`src/dhrd_pkg.sv`:
```
// shared types and constants for the detection head row decoder
`default_nettype none

package dhrd_pkg;

   localparam int BOX_FIELDS = 4;
   localparam int HALF_Q16   = 32768;

   localparam int VAL_W   = 32;
   localparam int IDX_W   = 14;
   localparam int CLASS_W = 7;
   localparam int PIX_W   = 16;
   localparam int THR_W   = 17;
   localparam int PAD_W   = 12;
   localparam int SCALE_W = 16;
   localparam int NCLS_W  = 8;

   localparam int CSR_ADDR_W = 3;
   localparam int CSR_DATA_W = 17;

   localparam logic [CSR_ADDR_W-1:0] CSR_CONF_THRESHOLD      = 3'd0;
   localparam logic [CSR_ADDR_W-1:0] CSR_THRESHOLD_INCLUSIVE = 3'd1;
   localparam logic [CSR_ADDR_W-1:0] CSR_PAD_X               = 3'd2;
   localparam logic [CSR_ADDR_W-1:0] CSR_PAD_Y               = 3'd3;
   localparam logic [CSR_ADDR_W-1:0] CSR_SCALE               = 3'd4;
   localparam logic [CSR_ADDR_W-1:0] CSR_NUM_CLASSES         = 3'd5;

   localparam logic [THR_W-1:0]   THR_RESET   = 17'd16384;
   localparam logic [SCALE_W-1:0] SCALE_RESET = 16'd256;
   localparam logic [NCLS_W-1:0]  NCLS_RESET  = 8'd80;

   localparam int FIFO_DEPTH = 2;

   localparam int RSP_DATA_W = 120;

   // one finished row on its way from the parser to the box unit
   typedef struct packed {
      logic [IDX_W-1:0]        index;
      logic [CLASS_W-1:0]      cls_idx;
      logic signed [VAL_W-1:0] score;
      logic signed [VAL_W-1:0] cx;
      logic signed [VAL_W-1:0] cy;
      logic signed [VAL_W-1:0] w;
      logic signed [VAL_W-1:0] h;
   } dhrd_rec_type;

   typedef struct packed {
      logic [THR_W-1:0]   conf_threshold;
      logic               threshold_inclusive;
      logic [PAD_W-1:0]   pad_x;
      logic [PAD_W-1:0]   pad_y;
      logic [SCALE_W-1:0] scale;
   } dhrd_cfg_type;

endpackage

`default_nettype wire

```
`src/dhrd_front.sv`:
```
// row parser: stores the box, keeps the running class argmax, counts rows
`default_nettype none

module dhrd_front
   import dhrd_pkg::*;
#(
   parameter int MAX_CLASSES = 128,
   parameter int MAX_ROWS    = 16384
) (
   input  wire logic                    clock,
   input  wire logic                    reset,
   input  wire logic                    in_valid,
   output logic                         in_ready,
   input  wire logic signed [VAL_W-1:0] in_value,
   input  wire logic [NCLS_W-1:0]       num_classes,
   output logic                         push_valid,
   input  wire logic                    push_ready,
   output dhrd_rec_type                 push_rec
);

   localparam int CLS_CAP = (MAX_CLASSES < 255) ? MAX_CLASSES : 255;
   localparam int POS_W   = $clog2(CLS_CAP + BOX_FIELDS);
   localparam int ROW_W   = (MAX_ROWS > 1) ? $clog2(MAX_ROWS) : 1;

   logic [POS_W-1:0]        pos_ff, pos_in;
   logic signed [VAL_W-1:0] box_ff [BOX_FIELDS];
   logic signed [VAL_W-1:0] best_score_ff, best_score_in;
   logic [CLASS_W-1:0]      best_class_ff, best_class_in;
   logic [ROW_W-1:0]        row_count_ff, row_count_in;

   logic [NCLS_W-1:0] ncls;
   logic [POS_W-1:0]  last_pos;
   logic              in_box;
   logic              row_end;
   logic              take;
   logic              accept;
   logic [CLASS_W-1:0] cls;

   always_comb begin
      if (num_classes == '0) begin
         ncls = NCLS_W'(1);
      end else if (num_classes > NCLS_W'(CLS_CAP)) begin
         ncls = NCLS_W'(CLS_CAP);
      end else begin
         ncls = num_classes;
      end
   end

   assign last_pos = POS_W'(int'(ncls) + BOX_FIELDS - 1);
   assign in_box   = pos_ff < POS_W'(BOX_FIELDS);
   assign row_end  = !in_box && (pos_ff >= last_pos);
   assign cls      = CLASS_W'(pos_ff - POS_W'(BOX_FIELDS));
   // first score of the row always loads; later ones only on a strict win
   assign take     = (pos_ff == POS_W'(BOX_FIELDS)) || (in_value > best_score_ff);

   assign in_ready = push_ready;
   assign accept   = in_valid && in_ready;

   assign best_score_in = take ? in_value : best_score_ff;
   assign best_class_in = take ? cls : best_class_ff;

   always_comb begin
      pos_in       = pos_ff;
      row_count_in = row_count_ff;
      if (accept) begin
         if (row_end) begin
            pos_in = '0;
            if (row_count_ff == ROW_W'(MAX_ROWS - 1)) begin
               row_count_in = '0;
            end else begin
               row_count_in = row_count_ff + 1'b1;
            end
         end else begin
            pos_in = pos_ff + 1'b1;
         end
      end
   end

   always_ff @(posedge clock) begin
      if (reset) begin
         pos_ff       <= '0;
         row_count_ff <= '0;
      end else begin
         pos_ff       <= pos_in;
         row_count_ff <= row_count_in;
      end
   end

   always_ff @(posedge clock) begin
      if (accept && in_box) begin
         box_ff[pos_ff[1:0]] <= in_value;
      end
      if (accept && !in_box) begin
         best_score_ff <= best_score_in;
         best_class_ff <= best_class_in;
      end
   end

   assign push_valid        = accept && row_end;
   assign push_rec.index    = IDX_W'(row_count_ff);
   assign push_rec.cls_idx  = best_class_in;
   assign push_rec.score    = best_score_in;
   assign push_rec.cx       = box_ff[0];
   assign push_rec.cy       = box_ff[1];
   assign push_rec.w        = box_ff[2];
   assign push_rec.h        = box_ff[3];

endmodule

`default_nettype wire

```
`config.mk`:
```
export PLATFORM = sky130hd
export DESIGN_NAME = dhrd_front
export DESIGN_NICKNAME = d
export VERILOG_FILES = /design/src/dhrd_pkg.sv /design/src/dhrd_front.sv
export SDC_FILE = /design/constraint.sdc
export NUM_CORES = 1
export LEC_CHECK = 0
export ABC_CLOCK_PERIOD_IN_PS = 8000
export BUFFER_PORTS_ARGS = -buffer_cell sky130_fd_sc_hd__buf_4
export CAP_MARGIN = 40
export CORE_ASPECT_RATIO = 0.9
export CORE_MARGIN = 2
export CORE_UTILIZATION = 40
export DETAILED_ROUTE_END_ITERATION = 6
export HOLD_SLACK_MARGIN = 0.03
export PLACE_DENSITY_LB_ADDON = 0.12
export SYNTH_ARGS = -nofsm -noshare
export SYNTH_HDL_FRONTEND = slang
export SYNTH_SLANG_ARGS = --single-unit
```
`constraint.sdc`:
```
create_clock -name clock -period 8 [get_ports clock]
set_input_delay 2 -clock clock [delete_from_list [all_inputs] [get_ports clock]]
set_output_delay 2 -clock clock [all_outputs]
set_load 0.05 [all_outputs]
```
**Yosys cells after proc, flatten, opt, wreduce, memory -nomap -nowiden**

Memories as Yosys holds them, arrays and structs flattened.
Index checks and enable logic that the tools add are counted.

- Logic and storage cells: 33
- Bits in registers: 61
- RAM bits: 128
- Memories kept: 1
- Bits of input ports: 44
- Output and inout bits: 183

Memories:

| memory | depth | bits a word | rd ports | clocked after memory_dff | wr ports | line | text |
|---|---|---|---|---|---|---|---|
| box_ff | 4 | 32 | 4 | 0 | 1 | dhrd_front.sv:26 | `logic signed [VAL_W-1:0] box_ff [BOX_FIELDS];` |

- Reduce and logical (&&, ||, !) cells: 9
- Add/sub/neg operators: 5
- Magnitude comparators: 4
- Multiplexer cells: 8
- Eq/ne operators: 2

Operator list:

| operator | count |
|---|---|
| $gt A32 B32 Y1 | 1 |
| $mux W32 | 1 |
| $mux W8 | 3 |
| $add A14 B1 Y14 const B | 1 |
| $eq A14 B14 Y1 const B | 1 |
| $mux W14 | 1 |
| $add A8 B1 Y8 const B | 1 |
| $add A8 B3 Y8 const B | 1 |
| $eq A8 B3 Y1 const B | 1 |
| $ge A8 B8 Y1 | 1 |
| $gt A8 B8 Y1 const B | 1 |
| $logic_not A8 Y1 | 1 |
| $lt A8 B3 Y1 const B | 1 |
| $sub A8 B1 Y8 const B | 1 |
| $mux W7 | 1 |
| $sub A7 B3 Y7 const B | 1 |
| $logic_and A1 B1 Y1 | 5 |
| $mux W1 | 2 |
| $reduce_and A2 Y1 | 1 |
| $logic_not A1 Y1 | 1 |
| $logic_or A1 B1 Y1 | 1 |

**Longest topological paths before layout**

- Word-level depth: 8
- Mapped depth: 14
- Gate-level depth less buffers: 13

**Least setup slack after synthesis**

Ideal clock, no wire load.

- Path kind: in2out
- Start point: input in_valid
- End point: output push_valid
- Slack: 0.587 ns
- Cell stages on the path: 4
- Buffers on the path: 0
- Arrival time: 5.413 ns
- Data required time: 6.000 ns
- Path through: nand2_1 a21oi_1 o21ai_2 nor2_1

- Longest elaborated chain between the ends: 2

RTL lines:

| element | line | text |
|---|---|---|
| from (decl) | dhrd_front.sv:12 | `input wire logic in_valid,` |
| $logic_and A1 B1 Y1 | dhrd_front.sv:57 | `assign accept = in_valid && in_ready;` |
| $logic_and A1 B1 Y1 | dhrd_front.sv:99 | `assign push_valid = accept && row_end;` |
| to (decl) | dhrd_front.sv:16 | `output logic push_valid,` |

No other way between the ends.

**Final worst setup path**

- Start point: input num_classes[3]
- End point: output push_valid

- Longest elaborated chain between the ends: 8
- Elaborated cells on any way between the ends: 9
- Classes of those cells: add/sub (2); order compare (2); mux (2); reduce/logical (3)

RTL lines:

| element | line | text |
|---|---|---|
| from (decl) | dhrd_front.sv:15 | `input wire logic [NCLS_W-1:0] num_classes,` |
| $gt A8 B8 Y1 | dhrd_front.sv:42 | `end else if (num_classes > NCLS_W'(CLS_CAP)) begin` |
| $mux W8 | dhrd_front.sv:42 |  |
| $mux W8 * | dhrd_front.sv:40 | `if (num_classes == '0) begin` |
| $add A8 B3 Y8 * | dhrd_front.sv:49 | `assign last_pos = POS_W'(int'(ncls) + BOX_FIELDS - 1);` |
| $sub A8 B1 Y8 * | dhrd_front.sv:49 |  |
| $ge A8 B8 Y1 * | dhrd_front.sv:51 | `assign row_end = !in_box && (pos_ff >= last_pos);` |
| $logic_and A1 B1 Y1 * | dhrd_front.sv:51 |  |
| $logic_and A1 B1 Y1 * | dhrd_front.sv:99 |  |

Every way passes the cells marked *; elsewhere a longest branch is shown, timed or not.

==> flow_summary_export.csv <==
group,metric,value,unit
clock_network,postCtsResizedCells,0,
clock_network,cts_tree,"built",
place,hpwl,13.6,mm
final_layout,antenna_cells,0,
clock_network,cts_made_buffers,17,
setup_path,crit_required,6.00,ns
yosys,synthCells,526,
global_route,grt_start_max_net_pins,41,
timing,finalCritPeriodShare,89.9,%
yosys,async_flop_share,0,%
power,pwr-share-clk,38.6,%
timing,fmax,139,MHz
power,p_comb_share,10.8,%
setup_path,cp_max_fo,10,
setup_path,path_class,"input pin to primary output",
floorplanning,num_rows,48,
yosys,ys_top_cells_by_count,"edfxtp_1 (167), ha_1 (48), inv_1 (41)",
place,globalplace.congestion,0.837,
clock_network,cts.sinks,189,
job,drv_cap,0,
yosys,synth_top_flop_cell,"edfxtp_1",
clock_network,clk_path_buf_depth,2,
yosys,synth_enable_flop_cells,167,
clock_network,root_buffer,"clkbuf_16",
routing,drcViolationCount,0,
status,status,"finished clean",
global_route,antenna_found_initial,0,
timing,hold_ws,0.516,ns
yosys,yosysTopAreaCell,"edfxtp_1",
routing,detail-route-antenna-nets,0,
yosys,synth_fp_nets,618,
clock_network,insertion_delay,0.43,ns
setup_path,startpoint_type,"input pin",
clock_network,cts-hold-fix-buffers,0,
yosys,yosysWarnings,0,
setup_path,critPathMaxStageDelay,0.51,ns
floorplanning,die_h,138,um
clock_network,clkSlewWorstSetupHoldPaths,0.07,ns
timing,slew_headroom,50.6,%
final_layout,n_fill_cell,1642,
routing,dr.pass1.iters,5,
clock_network,cts_setup_buffers,0,
final_layout,final_nets,857,
floorplanning,core,19300,sq um
timing,drv_slew,0,
routing,vias_per_cell,5.09,
setup_path,crit_path_cell_trace,"buf_4 > or4_1 > nor3_1 > nor2_1 > nor4b_1 > a21oi_1 > ha_1 > o21a_1 > a211o_1 > a21oi_2 > nor2_1 > buf_4",
power,p_int,1.58,mW
hold_path,hold_class,"flip-flop to flip-flop",
floorplanning,die_x,153,um
routing,drt_iter0_drc,209,
timing,setup_viol,0,
yosys,synth.avg_cell_area,15.1,sq um
routing,wl_per_cell,18.2,um
yosys,ys_seq_area_share,68.7,%
power,p_sw_share,26.5,%
setup_path,critical_path.slowest_cell,"or4_1",
global_route,grt_pass1_vias,5139,
clock_network,h-tree-depth,4,
floorplanning,pin_count,227,
power,pwr-share-seq,50.6,%
yosys,synth-seq-cells,189,
global_route,gr-usage-all-layers,17.7,%
timing,rsz0062_at_grt,"no",
setup_path,crit_path_end_kind,"primary output",
routing,wirelength,18.7,mm
floorplanning,die_area,21000,sq um
yosys,synth_top_area_share,63.2,%
timing,fin_worst_skew,0.0139,ns
timing,hold_viol,0,
timing,fin_crit,7.19,ns
final_layout,drive_gt1_share,40.3,%
global_route,grt-ovfl-total,0,
power,peakVddDrop,143,uV
timing,final.setup.tns,0,ns
power,p_leak,4.26,nW
floorplanning,start_util,41.1,%
timing,tightestPinTransition,0.739,ns
yosys,syn_area,7940,sq um
power,power.switching,0.570,mW
final_layout,area_delta_synth_final,33.4,%
power,pwr_density_cell,203,nW/um^2
routing,dr_total_vias,5226,
global_route,grt_pass1_wl,28.8,mm
yosys,synth_cell_type_count,52,
yosys,netlist_top_cells_area,"edfxtp_1 (63%), ha_1 (7.6%), dfxtp_1 (5.5%), mux2_2 (4.3%), inv_1 (1.9%)",
setup_path,cp.arrival,5.19,ns
place,io_buffer_count,226,
yosys,synth_most_common_cell,"edfxtp_1",
-- per-stage QoR --
step	power, mW	cell area [sq um]	setup slack [ns]	utilization [%]	cells
2_1_floorplan	1.26	7940	0.587	-	526
6_report	2.15	10600	0.809	54.8	1027
4_1_cts	2.17	10600	0.871	54.8	1027
3_3_place_gp	1.34	9920	0.950	51.3	992
5_1_grt	2.23	10600	0.549	54.8	1027
3_5_place_dp	1.35	10000	0.871	51.7	996
-- state kept, by name (all words and copies together) (netlist names) --
register and flops:
best_class_ff 7, row_count_ff 14, box_ff 128, pos_ff 8, best_score_ff 32
-- path summary, 6_finish.rpt --
check | start | to | slack [ns] | depth (start not counted)
worst max-delay path | num_classes[3] | push_valid | 0.81 | 12
worst min-delay path | row_count_ff[1] | row_count_ff[1] | 0.52 | 2
worst max register to register | best_score_ff[31] | best_score_ff[18] | 4.78 | 8
worst min register to register | row_count_ff[1] | row_count_ff[1] | 0.52 | 2
-- power groups by stage --
stage | logic, mW | registers (mW) | clock network [mW]
after floorplan | 0.109 | 1.15 | 0
after global placement | 0.228 | 1.11 | 0
after detailed placement | 0.233 | 1.11 | 0
after CTS | 0.234 | 1.09 | 0.850
after global routing | 0.246 | 1.09 | 0.888
final | 0.232 | 1.09 | 0.831
-- final cells by class --
type | count | area, sq um | area share (%)
sequential | 189 | 5460 | 51.5
multi-input combinational | 282 | 2270 | 21.5
timing repair buffer | 233 | 1800 | 17.0
clock buffer | 17 | 425 | 4.02
tap | 250 | 313 | 2.95
clock inverter | 14 | 169 | 1.59
inverter | 42 | 158 | 1.49
-- layout by cell type, fill, tap and decap left out, types with 7 or more instances in the layout --
master / count
buf_4: 229
edfxtp_1: 167
ha_1: 48
inv_1: 41
mux2_2: 30
nor2_1: 29
a21oi_1: 24
dfxtp_1: 22
nand2_1: 17
xnor2_1: 17
clkbuf_16: 17
nand4_1: 13
nor4_1: 9
o21ai_0: 8
nand3_1: 8
mux2_4: 8
nor3_1: 7
and3_1: 7
-- logic make-up (layout without fill, tap and decap cells) --
family	count (synthesis)	in the layout	synth area share [%]
AOI/OAI and AO/OA	61	61	5.06
adders and majority gates	48	48	7.57
muxes	40	40	6.02
DFF	189	189	68.7
buffers and inverters	55	306	2.99
and+or+nand+nor	112	112	7.33
xor gates and xnor gates	21	21	2.32
-- worst max-delay path: cells and delay by family --
| family | cells | cell delay [ns] |
|---|---|---|
| compound gates | 4 | 0.97 |
| fa+ha+maj | 1 | 0.30 |
| buf+inv | 2 | 0.36 |
| simple gates | 5 | 1.55 |
-- routing by layer --
layer,GRT usage [%],part of all wire (%),wire [um]
met1,23.6,45,8410
met3,4.12,5.1,953
met5,0,0,0
met4,4.53,1.1,204
met2,29.7,49,9170
(Power assumes the default switching activity.)
