==> src/dhrd_pkg.sv <==
// shared types and constants for the detection head row decoder
`default_nettype none

package dhrd_pkg;

   localparam int BOX_FIELDS = 4;
   localparam int HALF_Q16   = 32768;

   localparam int VAL_W   = 32;
   localparam int IDX_W   = 14;
   localparam int CLASS_W = 7;
   localparam int PIX_W   = 16;
   localparam int THR_W   = 17;
   localparam int PAD_W   = 12;
   localparam int SCALE_W = 16;
   localparam int NCLS_W  = 8;

   localparam int CSR_ADDR_W = 3;
   localparam int CSR_DATA_W = 17;

   localparam logic [CSR_ADDR_W-1:0] CSR_CONF_THRESHOLD      = 3'd0;
   localparam logic [CSR_ADDR_W-1:0] CSR_THRESHOLD_INCLUSIVE = 3'd1;
   localparam logic [CSR_ADDR_W-1:0] CSR_PAD_X               = 3'd2;
   localparam logic [CSR_ADDR_W-1:0] CSR_PAD_Y               = 3'd3;
   localparam logic [CSR_ADDR_W-1:0] CSR_SCALE               = 3'd4;
   localparam logic [CSR_ADDR_W-1:0] CSR_NUM_CLASSES         = 3'd5;

   localparam logic [THR_W-1:0]   THR_RESET   = 17'd16384;
   localparam logic [SCALE_W-1:0] SCALE_RESET = 16'd256;
   localparam logic [NCLS_W-1:0]  NCLS_RESET  = 8'd80;

   localparam int FIFO_DEPTH = 2;

   localparam int RSP_DATA_W = 120;

   // one finished row on its way from the parser to the box unit
   typedef struct packed {
      logic [IDX_W-1:0]        index;
      logic [CLASS_W-1:0]      cls_idx;
      logic signed [VAL_W-1:0] score;
      logic signed [VAL_W-1:0] cx;
      logic signed [VAL_W-1:0] cy;
      logic signed [VAL_W-1:0] w;
      logic signed [VAL_W-1:0] h;
   } dhrd_rec_type;

   typedef struct packed {
      logic [THR_W-1:0]   conf_threshold;
      logic               threshold_inclusive;
      logic [PAD_W-1:0]   pad_x;
      logic [PAD_W-1:0]   pad_y;
      logic [SCALE_W-1:0] scale;
   } dhrd_cfg_type;

endpackage

`default_nettype wire

==> src/dhrd_fifo.sv <==
// short queue of finished rows between parser and box unit
`default_nettype none

module dhrd_fifo
   import dhrd_pkg::*;
(
   input  wire logic          clock,
   input  wire logic          reset,
   input  wire logic          push_valid,
   output logic               push_ready,
   input  wire dhrd_rec_type  push_rec,
   output logic               pop_valid,
   input  wire logic          pop_ready,
   output dhrd_rec_type       pop_rec
);

   localparam int PTR_W = (FIFO_DEPTH > 1) ? $clog2(FIFO_DEPTH) : 1;
   localparam int CNT_W = $clog2(FIFO_DEPTH + 1);

   dhrd_rec_type     slot_ff [FIFO_DEPTH];
   logic [PTR_W-1:0] wr_ptr_ff, wr_ptr_in;
   logic [PTR_W-1:0] rd_ptr_ff, rd_ptr_in;
   logic [CNT_W-1:0] count_ff, count_in;
   logic             do_push;
   logic             do_pop;

   assign push_ready = count_ff != CNT_W'(FIFO_DEPTH);
   assign pop_valid  = count_ff != '0;
   assign pop_rec    = slot_ff[rd_ptr_ff];
   assign do_push    = push_valid && push_ready;
   assign do_pop     = pop_valid && pop_ready;

   always_comb begin
      wr_ptr_in = wr_ptr_ff;
      rd_ptr_in = rd_ptr_ff;
      count_in  = count_ff;
      if (do_push) begin
         wr_ptr_in = (wr_ptr_ff == PTR_W'(FIFO_DEPTH - 1)) ? '0 : wr_ptr_ff + 1'b1;
      end
      if (do_pop) begin
         rd_ptr_in = (rd_ptr_ff == PTR_W'(FIFO_DEPTH - 1)) ? '0 : rd_ptr_ff + 1'b1;
      end
      if (do_push && !do_pop) begin
         count_in = count_ff + 1'b1;
      end else if (do_pop && !do_push) begin
         count_in = count_ff - 1'b1;
      end
   end

   always_ff @(posedge clock) begin
      if (reset) begin
         wr_ptr_ff <= '0;
         rd_ptr_ff <= '0;
         count_ff  <= '0;
      end else begin
         wr_ptr_ff <= wr_ptr_in;
         rd_ptr_ff <= rd_ptr_in;
         count_ff  <= count_in;
      end
   end

   always_ff @(posedge clock) begin
      if (do_push) begin
         slot_ff[wr_ptr_ff] <= push_rec;
      end
   end

endmodule

`default_nettype wire

==> config.mk <==
export PLATFORM = sky130hd
export DESIGN_NAME = dhrd_fifo
export DESIGN_NICKNAME = d
export VERILOG_FILES = /design/src/dhrd_pkg.sv /design/src/dhrd_fifo.sv
export SDC_FILE = /design/constraint.sdc
export NUM_CORES = 1
export LEC_CHECK = 0
export BUFFER_PORTS_ARGS = -buffer_cell sky130_fd_sc_hd__buf_4
export CORE_UTILIZATION = 30
export CTS_BUF_LIST = sky130_fd_sc_hd__clkbuf_4
export CTS_CLUSTER_DIAMETER = 150
export DETAILED_ROUTE_END_ITERATION = 8
export GPL_TIMING_DRIVEN = 0
export PLACE_DENSITY = 0.49
export REMOVE_ABC_BUFFERS = 1
export SLEW_MARGIN = 20
export SYNTH_ARGS = -nofsm -noshare
export SYNTH_HDL_FRONTEND = slang
export SYNTH_SLANG_ARGS = --single-unit
==> constraint.sdc <==
create_clock -name clock -period 6.89 [get_ports clock]
set_clock_uncertainty 0.2 [all_clocks]
set_input_delay 1.378 -clock clock [delete_from_list [all_inputs] [get_ports clock]]
set_output_delay 1.378 -clock clock [all_outputs]
set_load 0.02 [all_outputs]
### Word-level counts from Yosys, hierarchy flattened

Memories as Yosys holds them, arrays and structs flattened. A register that Yosys moved wholly into a read port is not among the register bits.
Index checks and enable logic that the tools add are counted.

* bits in registers: 4
* memory bits (writable): 362
* memories: 1
* input port bits: 185
* word-level logic and storage cells: 25

* $add $sub $neg: 4
* eq/ne operators: 1
* mux-type cells: 8
* reductions and logical operators: 8

Memories
* slot_ff: depth 2, width 181, read ports 1, clocked after Yosys merged registers in 1, write ports 1, line dhrd_fifo.sv:20 `dhrd_rec_type slot_ff [FIFO_DEPTH];`

Operators with widths (number)
* $mux 1: 6
* $logic_and 1x1->1: 4
* $mux 2: 2
* $reduce_bool 2->1: 2
* $add 1x1->1 const B: 2
* $add 2x1->2 const B: 1
* $logic_not 1->1: 2
* $ne 2x2->1 const B: 1
* $sub 2x1->2 const B: 1

### Depth between registers and ports, before layout

Gate-level depths: netlist of run 1.

* word-level depth: 6
* mapped depth: 6

### Worst setup path after synthesis of run 1

Ideal clock, no wire load.

* path kind: input -> register
* start: input push_valid
* end: memory slot_ff[1][0] (netlist bit) (enable)
* library setup time: 0.565 ns
* required time: 6.125 ns
* buffers on the path: 0
* setup slack: 0.556 ns
* stages: 1
* data arrival time: 5.569 ns
* cells stage by stage: and3_1

* longest elaborated chain between the ends: 3

Ends and longest elaborated chain
* start, declared: line dhrd_fifo.sv:9 `input wire logic push_valid,`
* $logic_and 1x1->1: line dhrd_fifo.sv:30 `assign do_push = push_valid && push_ready;`
* $mux 1: line dhrd_fifo.sv:63 `if (do_push) begin`
* $mux 1 (implied by the code): line dhrd_fifo.sv:64 `slot_ff[wr_ptr_ff] <= push_rec;`
* end, declared: line dhrd_fifo.sv:20

No other way between the ends.

==> reports/metrics.csv, run 1 <==
stage;metric;value;unit
worst_setup_path;cp_slowest_cell;dfxtp_4;
worst_setup_path;worst_setup_path_end_kind;output port;
global_route;grt_max_degree;87;
worst_setup_path;critPathLaunchType;flip-flop;
drt;dr_total_vias;7177;
floorplanning;die-area;46320;um2
final_layout;drive_gt1_share;65.39;%
cts;cts.sinks;367;
cts;ctsRootBufferMaster;clkbuf_4;
cts;cts_resized;0;
timing;setup_tns;0;ps
timing;hold_violations;0;
final_layout;area_growth;36.40;%
power_and_ir_drop;clkPwrFrac;28.5;%
floorplanning;io_pins;368;
power_and_ir_drop;seqPwrFrac;41.0;%
power_and_ir_drop;p_leak;7.145;nW
worst_setup_path;required;5310;ps
logic_synthesis;ys.flop_type;edfxtp_1;
power_and_ir_drop;peakVddDrop;0.1905;mV
cts;clk_latency;820;ps
worst_setup_path;cpLargestDelayFamily;buffers and inverters;
drt;first_iter_violations;204;
worst_setup_path;path_class;flip-flop to output port;
run_status;status;completed;
logic_synthesis;yosysTopAreaCell;edfxtp_1;
drt;drc;0;
worst_setup_path;cpPeakStageDelay;570;ps
logic_synthesis;synth_most_common_cell;edfxtp_1;
placed_design;gp_congestion;0.7071;
placed_design;dp_hpwl;19450;um
timing;setup_viol;0;
cts;cts_setup_buffers;0;
worst_setup_path;cp.arrival;2760;ps
power_and_ir_drop;power_density;375.7;nW/um2
placed_design;io_buffer_count;367;
global_route;grtUsageTotal;12.89;%
power_and_ir_drop;power.switching;2.056;mW
logic_synthesis;synth_area_per_cell;23.23;um2
cts;clock_path_buffers;3;
worst_setup_path;path_max_fanout;35;
cts;hold_buffers;0;
global_route;gr-total-overflow;0;
logic_synthesis;yosys_warnings;0;
logic_synthesis;synth-seq-cells;367;
floorplanning;num_rows;77;
logic_synthesis;syn_inst;587;
floorplanning;chipWidth;215.2;um
worst_setup_path;crit_buf_inv;4;
timing;rsz0062_at_grt;no;
logic_synthesis;seq_area_frac_synth;80.44;%
power_and_ir_drop;switching_share;29.41;%
timing;fmax;230.5;MHz
logic_synthesis;synth_edf_count;362;
timing;max-slew-margin-rel;61.84;%
final_layout;final_cell_area;18600;um2
logic_synthesis;yosys.area.top_type_share;79.71;%
worst_setup_path;r2r_setup_slack;4250;ps
global_route;antenna_found_initial;5;
drt;via_per_inst;4.175;
cts;h-tree-depth;3;
global_route;grt_first_pass_wirelength;44620;um
timing;slew_viol_final;0;
logic_synthesis;ys_types;19;
cts;path_clk_slew;60;ps
logic_synthesis;netlist_area;13640;um2
timing;final.period_utilization;62.98;%
power_and_ir_drop;internal_power;4.934;mW
final_layout;nets;1233;
worst_setup_path;cpMostUsedCell;buf_16;
cts;cts_tree;done;
final_layout;fill_cells;4136;
timing;worst_slew_pin_slew;572.4;ps
drt;first_pass_iters;4;
worst_hold_path;hold_path.class;flip-flop to flip-flop;
drt;routed_wl;30100;um
cts;cts-buffers-inserted;100;
floorplanning;start_util;30.64;%
placed_design;placed_area;17260;um2
floorplanning;coreArea;44510;um2
timing;min_period;4339;ps
floorplanning;die_h;215.2;um
drt;wl_per_cell;17.51;um
run;maxCapViolCount;0;
global_route;grt_pass1_vias;7582;
logic_synthesis;yosys-top-cells-count;362 x edfxtp_1, 91 x mux2_2, 90 x mux2_4;
worst_setup_path;path_cells;buf_16, buf_16, buf_12, mux2_2, buf_4;
drt;antenna_left;0;
logic_synthesis;synth_area_leaders;edfxtp_1 80%, mux2_4 9.9%, mux2_2 7.5%;
logic_synthesis;async_flop_share;0;%
power_and_ir_drop;power_frac_comb;30.5;%
-- cell families (layout without fill, tap and decap cells) --
family / Yosys count / after routing / synth area share [%]
buf+inv: 21 / 555 / 1.266
simple gates: 9 / 9 / 0.3671
flops: 367 / 367 / 80.44
other cells: 0 / 6 / 0
mux: 181 / 181 / 17.42
compound gates: 5 / 5 / 0.2202
xor+xnor: 3 / 3 / 0.1927
fa+ha+maj: 1 / 1 / 0.09173
-- final timing paths --
kind,endpoint,from,cells past startpoint
max,pop_rec[28],flip-flop,5
min,rd_ptr_ff,rd_ptr_ff,2
max reg2reg,slot_ff[1][138],count_ff[0],5
min reg2reg,rd_ptr_ff,rd_ptr_ff,2
-- layer usage --
layer	up-vias	wire length, um	track usage [%]
met4	4	674	5.366
met1	3497	11690	14.20
met2	265	14720	20.44
li1	3351	-	-
met3	60	2987	7.219
met5	-	27	0
-- sequential cells by signal (all words and copies together), names as in the netlist, named ones only --
| name | cells |
|---|---|
| rd_ptr_ff | 1 |
| wr_ptr_ff | 1 |
| count_ff | 2 |
| slot_ff | 362 |
-- layout make-up --
type                    instances  area, um2  area share (%)
well taps                     592      740.7           3.982
multi-input cells             199       2500           13.44
clock inverters                13      102.6          0.5515
clock buffers                 163       1224           6.578
repair buffers                378       3035           16.32
inverters                       1      11.26         0.06053
flip-flops and latches        367      10970           58.99
diodes                          6      15.01         0.08071
-- worst min-delay path, cell delays in order (launching register included) --
cell and delay, ps:
dfxtp_1 320, xor2_1 80, nor2_1 70
-- cell usage in the layout (no fill, tap or decap), types with 2 or more instances in the layout --
cell type,n
xor2_1,3
clkinv_1,7
clkbuf_4,163
buf_12,3
nor2_1,3
edfxtp_1,362
dfxtp_1,4
inv_2,3
buf_16,8
bufinv_16,2
mux2_2,91
mux2_4,90
buf_4,367
o21ai_0,2
diode_2,6
a21oi_1,2
-- power by group through the flow --
stage               Clock, mW  Combinational, mW  Sequential [mW]
finish                   1.99               2.13             2.87
global route             2.21               2.25             2.89
CTS                      2.10               2.18             2.87
detailed placement          0               2.18             2.92
global placement            0               2.26             3.19
floorplan                   0               1.30             3.06
-- metrics by stage --
step	util, %	std cells	hold slack [ps]	power [mW]	setup WS [ps]
CTS	41.76	1713	301.9	7.153	2313
finish	41.79	1719	302.8	6.989	2551
floorplan	-	567	270.5	4.360	-1027
detailed placement	38.78	1537	297.2	5.091	3295
global route	41.78	1717	328.1	7.351	2266
global placement	38.11	1526	290.8	5.448	-4537
Power figures use the tool's default switching activity.
==> run 2: changes to the inputs <==
--- a/config.mk
+++ b/config.mk
@@ -11,7 +11,7 @@
 export CTS_CLUSTER_DIAMETER = 150
 export DETAILED_ROUTE_END_ITERATION = 8
 export GPL_TIMING_DRIVEN = 0
-export PLACE_DENSITY = 0.49
+export PLACE_DENSITY = 0.5
 export REMOVE_ABC_BUFFERS = 1
 export SLEW_MARGIN = 20
 export SYNTH_ARGS = -nofsm -noshare
==> constraint.sdc (replaced) <==
create_clock -name clock -period 3.6 [get_ports clock]
set_clock_uncertainty 0.2 [all_clocks]
set_input_delay 0.72 -clock clock [delete_from_list [all_inputs] [get_ports clock]]
set_output_delay 0.72 -clock clock [all_outputs]
set_load 0.02 [all_outputs]
==> reports/metrics.csv, run 2 (synthesis results as in run 1) <==
stage;metric;value;unit;change
floorplanning;chipWidth;215.2;um;unchanged
global_route;antenna_found_initial;4;;-1
cts;cts-buffers-inserted;100;;unchanged
global_route;grt_max_degree;75;;-14%
timing;worst_slew_pin_slew;453.0;ps;-119.5 ps
timing;final.period_utilization;93.15;%;
final_layout;fill_cells;4005;;-3.2%
drt;via_per_inst;4.115;;-1.4%
worst_setup_path;worst_setup_path_end_kind;output port;;
cts;ctsRootBufferMaster;clkbuf_4;;
final_layout;nets;1419;;+15%
drt;first_pass_iters;4;;unchanged
timing;fmax;298.2;MHz;
worst_setup_path;path_max_fanout;33;;-5.7%
floorplanning;die-area;46320;um2;unchanged
worst_setup_path;cp.arrival;2430;ps;-330 ps
final_layout;area_growth;49.76;%;
timing;max-slew-margin-rel;69.80;%;+8.0 points
drt;antenna_left;0;;unchanged
floorplanning;die_h;215.2;um;unchanged
final_layout;top_register;slot_ff;;
final_layout;final_cells;1904;;+11%
drt;routed_wl;30910;um;+2.7%
placed_design;dp_hpwl;19420;um;-0.17%
drt;dr_total_vias;7835;;+9.2%
worst_setup_path;path_class;flip-flop to output port;;
placed_design;io_buffer_count;367;;unchanged
floorplanning;io_pins;368;;unchanged
final_layout;drive_gt1_share;55.71;%;-9.7 points
run_status;status;completed;;
timing;min_period;3353;ps;
worst_setup_path;critPathLaunchType;flip-flop;;
final_layout;largest_reg_flops;362;;unchanged
global_route;grt_first_pass_wirelength;47140;um;+5.6%
global_route;grt_pass1_vias;8518;;+12%
global_route;grtUsageTotal;13.31;%;+0.41 points
cts;h-tree-depth;3;;unchanged
floorplanning;coreArea;44510;um2;unchanged
final_layout;most-common-layout-cells;368 x buf_4, 362 x edfxtp_1, 183 x dlygate4sd3_1;;
power_and_ir_drop;peakVddDrop;0.3341;mV;+75%
timing;setup_slack;246.5;ps;-2304 ps
timing;rsz0062_at_grt;no;;
cts;path_clk_slew;50;ps;about the same
drt;first_iter_violations;284;;+39%
cts;clk_latency;770;ps;-50 ps
final_layout;mostFrequentLayoutCell;buf_4;;
power_and_ir_drop;power_density;658.3;nW/um2;+75%
placed_design;place_ws;690.4;ps;-2605 ps
cts;cts_tree;done;;
final_layout;top_regs;slot_ff x362, count_ff x2;;
floorplanning;num_rows;77;;unchanged
drt;drc;0;;unchanged
placed_design;gp_congestion;0.7115;;+0.62%
power_and_ir_drop;finalPower;13.45;mW;+92%
timing;setup_viol;0;;unchanged
floorplanning;start_util;30.64;%;unchanged
cts;cts.sinks;367;;unchanged
global_route;gr-total-overflow;0;;unchanged
worst_setup_path;required;2680;ps;-2630 ps
run;maxCapViolCount;0;;unchanged
worst_setup_path;r2r-start;count_ff[0];;
timing;slew_viol_final;0;;unchanged
power_and_ir_drop;p_leak;7.890;nW;+10%
drt;wl_per_cell;16.23;um;-7.3%
placed_design;placed_cells;1538;;+0.065%
cts;clock_path_buffers;3;;unchanged
worst_hold_path;hold_path.class;input port to flip-flop;;
worst_hold_path;min-delay-start;pop_ready;;
timing;hold_violations;0;;unchanged
run 2: cell count changes in the layout (fill, tap and decap cells not counted), moves of 2 or more:
cell           before  now
dlygate4sd3_1       0  183
buf_12              3    5
clkinv_2            1    3
clkbuf_4          163  153
clkinv_1            7   14
run 2: where the power goes:
group / internal (mW) / switching [mW] / leakage (nW)
clock network: 1.99 / 1.68 / 0.760
logic: 2.11 / 2.21 / 3.71
registers: 5.33 / 0.118 / 3.42
total: 9.44 / 4.01 / 7.89
run 2: repair_timing:
action / in CTS / in global routing
resized for setup: 0 / 0
setup buffers: 1 / 0
hold buffers: 183 / 0
endpoints found under the hold margin: 367 / 0
endpoints found under the setup margin: 37 / 0
run 2: per-layer routing:
layer / global-route usage, % / wire [um] / up-vias
met1: 15.13 / 12390 / 3778
li1: - / - / 3704
met5: 0 / 17 / -
met2: 21.82 / 15240 / 275
met3: 5.520 / 2372 / 76
met4: 5.957 / 893 / 2
run 2: worst paths after layout:
check	to	slack, ps	depth (start not counted)
worst max register to register	slot_ff[0][67]	1020	5
worst min-delay path	rd_ptr_ff	160	4
worst min register to register	rd_ptr_ff	300	2
worst max-delay path	pop_rec[59]	250	5
run 2: worst max-delay path: stages, from the launching register on:
cell and delay [ps]:
dfxtp_4 370, buf_16 260, buf_16 210, buf_12 230, mux2_2 380, buf_4 160
run 2: layout make-up:
cell class | count | area (um2) | area share (%)
Clock inverter | 21 | 112.6 | 0.5513
Timing Repair Buffer | 564 | 4920 | 24.09
Tap cell | 592 | 740.7 | 3.627
Multi-Input combinational cell | 199 | 2500 | 12.24
Sequential cell | 367 | 10970 | 53.73
Antenna cell | 7 | 17.52 | 0.08576
Clock buffer | 153 | 1149 | 5.624
Inverter | 1 | 11.26 | 0.05513
run 2: through the flow:
| stage | hold WS, ps | setup TNS (ps) | cell area (um2) | utilization, % |
|---|---|---|---|---|
| 2_1_floorplan | 270.5 | -1289110 | 13470 | - |
| 4_1_cts | 46.29 | 0 | 20410 | 45.85 |
| 5_1_grt | 52.04 | 0 | 20420 | 45.89 |
| 3_5_place_dp | 294.7 | 0 | 17270 | 38.81 |
| 3_3_place_gp | 300.4 | -3005760 | 16970 | 38.11 |
| 6_report | 164.8 | 0 | 20420 | 45.89 |
